<file path="src/sv/aavr_isqrt.sv">
// aavr_isqrt: pipelined floor square root of a 64-bit value, one root bit a stage
// no dependencies

module aavr_isqrt (
  input  logic        clk,
  input  logic [63:0] rad,
  output logic [31:0] root
);

  logic [63:0] rem_r  [32];
  logic [31:0] root_r [32];

  for (genvar k = 0; k < 32; k++) begin : g_stg
    localparam int B = 31 - k;
    logic [63:0] rem_in;
    logic [63:0] trial;
    logic [31:0] root_in;

    if (k == 0) begin : g_first
      assign rem_in  = rad;
      assign root_in = '0;
    end else begin : g_next
      assign rem_in  = rem_r[k-1];
      assign root_in = root_r[k-1];
    end

    // (r + 2^b)^2 - r^2
    assign trial = ({32'd0, root_in} << (B + 1)) | (64'd1 << (2 * B));

    always_ff @(posedge clk) begin
      if (rem_in >= trial) begin
        rem_r[k]  <= rem_in - trial;
        root_r[k] <= root_in | (32'd1 << B);
      end else begin
        rem_r[k]  <= rem_in;
        root_r[k] <= root_in;
      end
    end
  end

  assign root = root_r[31];

endmodule

</file>
<file path="config.mk">
export PLATFORM = sky130hd
export DESIGN_NAME = aavr_isqrt
export DESIGN_NICKNAME = d
export VERILOG_FILES = /design/src/sv/aavr_isqrt.sv
export SDC_FILE = /design/constraint.sdc
export NUM_CORES = 2
export LEC_CHECK = 0
export BUFFER_PORTS_ARGS = -buffer_cell sky130_fd_sc_hd__buf_2
export CAP_MARGIN = 20
export CORE_MARGIN = 4
export CORE_UTILIZATION = 50
export DETAILED_ROUTE_END_ITERATION = 12
export PLACE_DENSITY = 0.7
export SLEW_MARGIN = 40
export SYNTH_ARGS = -nofsm -noshare
export SYNTH_HDL_FRONTEND = slang
export SYNTH_SLANG_ARGS = --single-unit
</file>
<file path="constraint.sdc">
create_clock -name clk -period 5.8 [get_ports clk]
set_clock_uncertainty 0.1 [all_clocks]
set_input_delay 1.45 -clock clk [delete_from_list [all_inputs] [get_ports clk]]
set_output_delay 1.45 -clock clk [all_outputs]
set_load 0.05 [all_outputs]
</file>
Word level (Yosys, flattened, before mapping)

Memories as Yosys holds them, arrays and structs flattened.
Cells that the tools add are included.

Bits in registers: 0
Bits in writable memories: 3,072
Output and inout bits: 32
Logic and storage cells: 290
Memories: 2

Memories:

| name   | depth | width | rd ports | clocked after memory_dff | write ports | RTL line | source |
|---|---|---|---|---|---|---|---|
| rem_r  | 32    | 64    | 31       | 0                        | 32          | 10       | `logic [63:0] rem_r [32];` |
| root_r | 32    | 32    | 32       | 0                        | 32          | 11       | `logic [31:0] root_r [32];` |

Add/subtract/negate cells: 32
Magnitude comparators: 32
Multiplexer cells: 160
Bitwise operators: 64

Operators with widths:

| operator                                     | count |
|---|---|
| 2-to-1 mux 64 bit                            | 32 |
| 2-to-1 mux 32 bit                            | 32 |
| 2-to-1 mux 1 bit                             | 96 |
| greater-or-equal comparator 64 x 33 -> 1 bit | 1 |
| greater-or-equal comparator 64 x 34 -> 1 bit | 1 |
| greater-or-equal comparator 64 x 35 -> 1 bit | 1 |
| greater-or-equal comparator 64 x 36 -> 1 bit | 1 |
| greater-or-equal comparator 64 x 37 -> 1 bit | 1 |
| greater-or-equal comparator 64 x 38 -> 1 bit | 1 |
| greater-or-equal comparator 64 x 39 -> 1 bit | 1 |
| greater-or-equal comparator 64 x 40 -> 1 bit | 1 |
| greater-or-equal comparator 64 x 41 -> 1 bit | 1 |
| greater-or-equal comparator 64 x 42 -> 1 bit | 1 |
| greater-or-equal comparator 64 x 43 -> 1 bit | 1 |
| greater-or-equal comparator 64 x 44 -> 1 bit | 1 |
| greater-or-equal comparator 64 x 45 -> 1 bit | 1 |
| greater-or-equal comparator 64 x 46 -> 1 bit | 1 |
| greater-or-equal comparator 64 x 47 -> 1 bit | 1 |
| greater-or-equal comparator 64 x 48 -> 1 bit | 1 |
| greater-or-equal comparator 64 x 49 -> 1 bit | 1 |
| greater-or-equal comparator 64 x 50 -> 1 bit | 1 |
| greater-or-equal comparator 64 x 51 -> 1 bit | 1 |
| greater-or-equal comparator 64 x 52 -> 1 bit | 1 |
| greater-or-equal comparator 64 x 53 -> 1 bit | 1 |
| other kinds (44)                             | 107 |

Logic depth before layout (Yosys ltp)

An unclocked memory read counts as a cell.

Word-level depth: 5
Gate-level depth with buffers: 15

Worst setup path after synthesis

Ideal clock, no wire load.

Path type: reg2reg
Start: mem root_r[25][27]
End: mem rem_r[26][59] (netlist: rem_r[3][187])
Library setup time: 118 ps
Arrival: 3,269 ps
Required time: 5,582 ps
Setup slack: 2,313 ps
Stages on the path, launching flop included: 14
Path buffers: 2
Clock period less this slack: 3,487 ps
Cell sequence: dfxtp_1 inv_1 ha_1 buf_2 and3_1 nand3_1 or4b_2 nor4_1 or3_1 and3b_1 clkbuf_1 a311oi_1 nand4_1 xnor2_1

RTL lines:

| element            | RTL line |
|---|---|
| start: declaration | 11 |
| end: declaration   | 10 |

==> flow_summary.toml <==
[status]
status = "finished clean"

[final_layout]
regArea_mm2 = 0.0503
final_area_mm2 = 0.108
fill_cells = 16300
nets = 10400
drive_gt1_frac = 0.0723
areaGrowthSynthToFinish_pct = 12.3
multi_input_area_mm2 = 0.0423
instances_no_fill = 12500
utilization = 0.565

[synthesis]
yosys-top-cells-area = "dfxtp_1 52%, ha_1 7.3%, xnor2_1 4.5%"
synth_cell_types = 91
synth_edf_count = 0
synth_common_cells = "2512 x dfxtp_1, 700 x inv_1, 675 x nor2_1, 609 x a21oi_1, 579 x nand2_1"
synth_async_sr_flop_share = 0
syn_area_per_cell_um2 = 9.92
synth.most_common_cell = "dfxtp_1"
synth_ff_type = "dfxtp_1"
synth_nets = 10300
synth_seq_cells = 2512
synth_area_leader_cell = "dfxtp_1"
yosysSeqAreaShare = 0.524
synthesis.area_mm2 = 0.0959
yosysTopAreaCellShare = 0.524
yosysWarnings = 0
netlist_instances = 9673

[clock_network]
cts_hold_buf = 0
clk_pin_slew_ns = 0.07
cts_resized = 0
clk_latency_ns = 0.92
clockRootBuffer = "clkbuf_16"
cts_setup_buffers = 0
clk_path_buf_depth = 3
htreeDepth = 4
cts.sinks = 2512
cts_buffers = 236
cts_tree = "built"

[timing]
slew_viol_final = 0
rsz0062_at_grt = "false"
fmax_mhz = 211
holdWs_ns = 0.159
finalSetupViolCount = 0
timing.final.ws_setup_ns = 1.07
tns_ns = 0
final.min_clock_period_ns = 4.73
hold_violations = 0
max_slew_margin = 0.386
fin_crit_sh = 0.816
tightest_slew_ns = 0.916

[detailed_routing]
maxUsedRoutingLayer = "met5"
vias = 69400
wl_met2_um = 114000
dr.pass1.iters = 6
initialDrtViolationCount = 5226
drtAntennaViolNets = 0
wl_per_cell_um = 19.3
wl_um = 242000
wl_met3_um = 14300
via_per_inst = 5.53
wl_met1_um = 107000
drc = 0

[critical_path]
worstSetupEndpointType = "flop"
criticalPathCategory = "reg -> reg"
crit_chain = "inv_1, ha_1, and3_1, nand3_1, or4b_2, nor4_1, or3_1, and3b_2, inv_1, buf_4, nand4_1, nor3_1, xor2_1"
critPathMaxFanout = 37
start_kind = "flop"
critPathRequiredTime_ns = 6.44
r2r_setup_slack_ns = 1.07
critPathMostFrequentCell = "inv_1"
worstPathArrival_ns = 5.37
worstRegToRegCells = 13
max_stage_delay_ns = 0.71
r2r-end = "rem_r[3][185]$_DFF_P_"
reg2reg_from = "root_r[25][27]$_DFF_P_"
cp_slowest_cell = "or4b_2"

[placement]
dpl_cell_area_mm2 = 0.0991
gp_congestion = 0.927
dp_hpwl_um = 188000
port_buffers = 96
dpl.cell_count = 12100
dp_slack_ns = 1.21

[min_path]
hold_path_depth = 0
min_from = "root_r[28][13]$_DFF_P_"
hold_end = "root_r[29][13]$_DFF_P_"
min_path_type = "reg -> reg"

[floorplan]
die_area_mm2 = 0.199
io_pins = 97
die_w_um = 446
start_util = 0.503
core_area_mm2 = 0.191
dieHeight_um = 446
row_count = 160

[power_and_ir_drop]
cellPowerDensity_mw_per_mm2 = 507
p_leak_nw = 48.7
power_mw = 54.6
peakVddDrop_uv = 344

[global_route]
first_global_vias = 68400
grt_max_degree = 63
grt_usage = 0.237
grt_overflow = 0
antenna_found_initial = 23
grt_pass1_wl_um = 376000

[run]
maxCapViolations = 0
-- registers in the layout, indices dropped and copies added, names as in the netlist --
| name | cells |
|---|---|
| rem_r | 1984 |
| root_r | 528 |
-- kinds of logic (layout without fill, tap and decap cells) --
kind of cell	Yosys count	after routing	share of synthesized area
AND/OR/NAND/NOR	2887	2887	0.157
buffers and inverters	924	1278	0.0370
adder cells (fa/ha/maj)	558	558	0.0728
other	0	4	0
flip-flops	2512	2512	0.524
AO/OA/AOI/OAI	1821	1821	0.118
XOR/XNOR	882	882	0.0805
multiplexers	89	89	0.0105
-- critical path: cells and delay by family (launching register included) --
family	cells	cell delay, ns
and+or+nand+nor	8	2.95
adders and majority gates	1	0.43
DFF	1	0.33
buffers and inverters	3	0.59
xor gates and xnor gates	1	0.17
-- final cells by class --
class                   count  area share
multi-input cells        6237       0.392
repair buffers            131     0.00690
flip-flops and latches   2512       0.467
clock inverters           131      0.0195
inverters                 706      0.0246
diodes                      4   0.0000929
clock buffers             310      0.0607
well taps                2511      0.0292
-- placed cells by master, fill, tap and decap left out, types with 32 or more instances in the layout --
master and instances:
nor2_1 674, o21a_1 108, o21ai_0 410, a21o_1 220, bufinv_16 41, inv_1 700
o21bai_1 48, nor4_1 319, buf_4 35, nor4b_1 61, nand2b_1 86, a31oi_1 45
a211oi_1 44, clkinv_2 42, xnor2_1 490, ha_1 558, buf_2 96, dfxtp_1 2512
or3_1 114, clkbuf_1 40, nand3b_1 43, xor2_1 392, and2_1 40, nand2_1 579
o31ai_1 45, mux2_2 81, nand4_1 163, a21oi_1 608, nor3_1 253, clkbuf_8 32
or4_1 70, o211ai_1 42, or2_2 38, nand4b_1 33, nor2b_1 81, nand3_1 188
clkbuf_16 238
-- metal layers --
metal,track usage,vias to the layer above
met5,0,-
met4,0.0643,6
met3,0.0410,388
met2,0.402,1844
met1,0.311,33100
li1,-,34100
-- worst max-delay path by stage --
stage                      startpoint                    end  slack, ns  cells after the start
2_1_floorplan  root_r[25][27]$_DFF_P_  rem_r[3][187]$_DFF_P_       2.31                     13
3_3_place_gp   root_r[25][27]$_DFF_P_  rem_r[3][185]$_DFF_P_       1.19                     13
3_5_place_dp   root_r[25][27]$_DFF_P_  rem_r[3][185]$_DFF_P_       1.21                     13
4_1_cts        root_r[25][27]$_DFF_P_  rem_r[3][185]$_DFF_P_       1.11                     13
5_1_grt        root_r[25][27]$_DFF_P_  rem_r[3][185]$_DFF_P_       0.71                     13
6_report       root_r[25][27]$_DFF_P_  rem_r[3][185]$_DFF_P_       1.07                     13
-- power by group --
part | internal [mW] | switching, mW
combinational | 5.81 | 7.45
sequential | 21.2 | 3.55
clock | 9.85 | 6.79
total | 36.8 | 17.8
No activity file was read; power rests on OpenSTA's default activity.
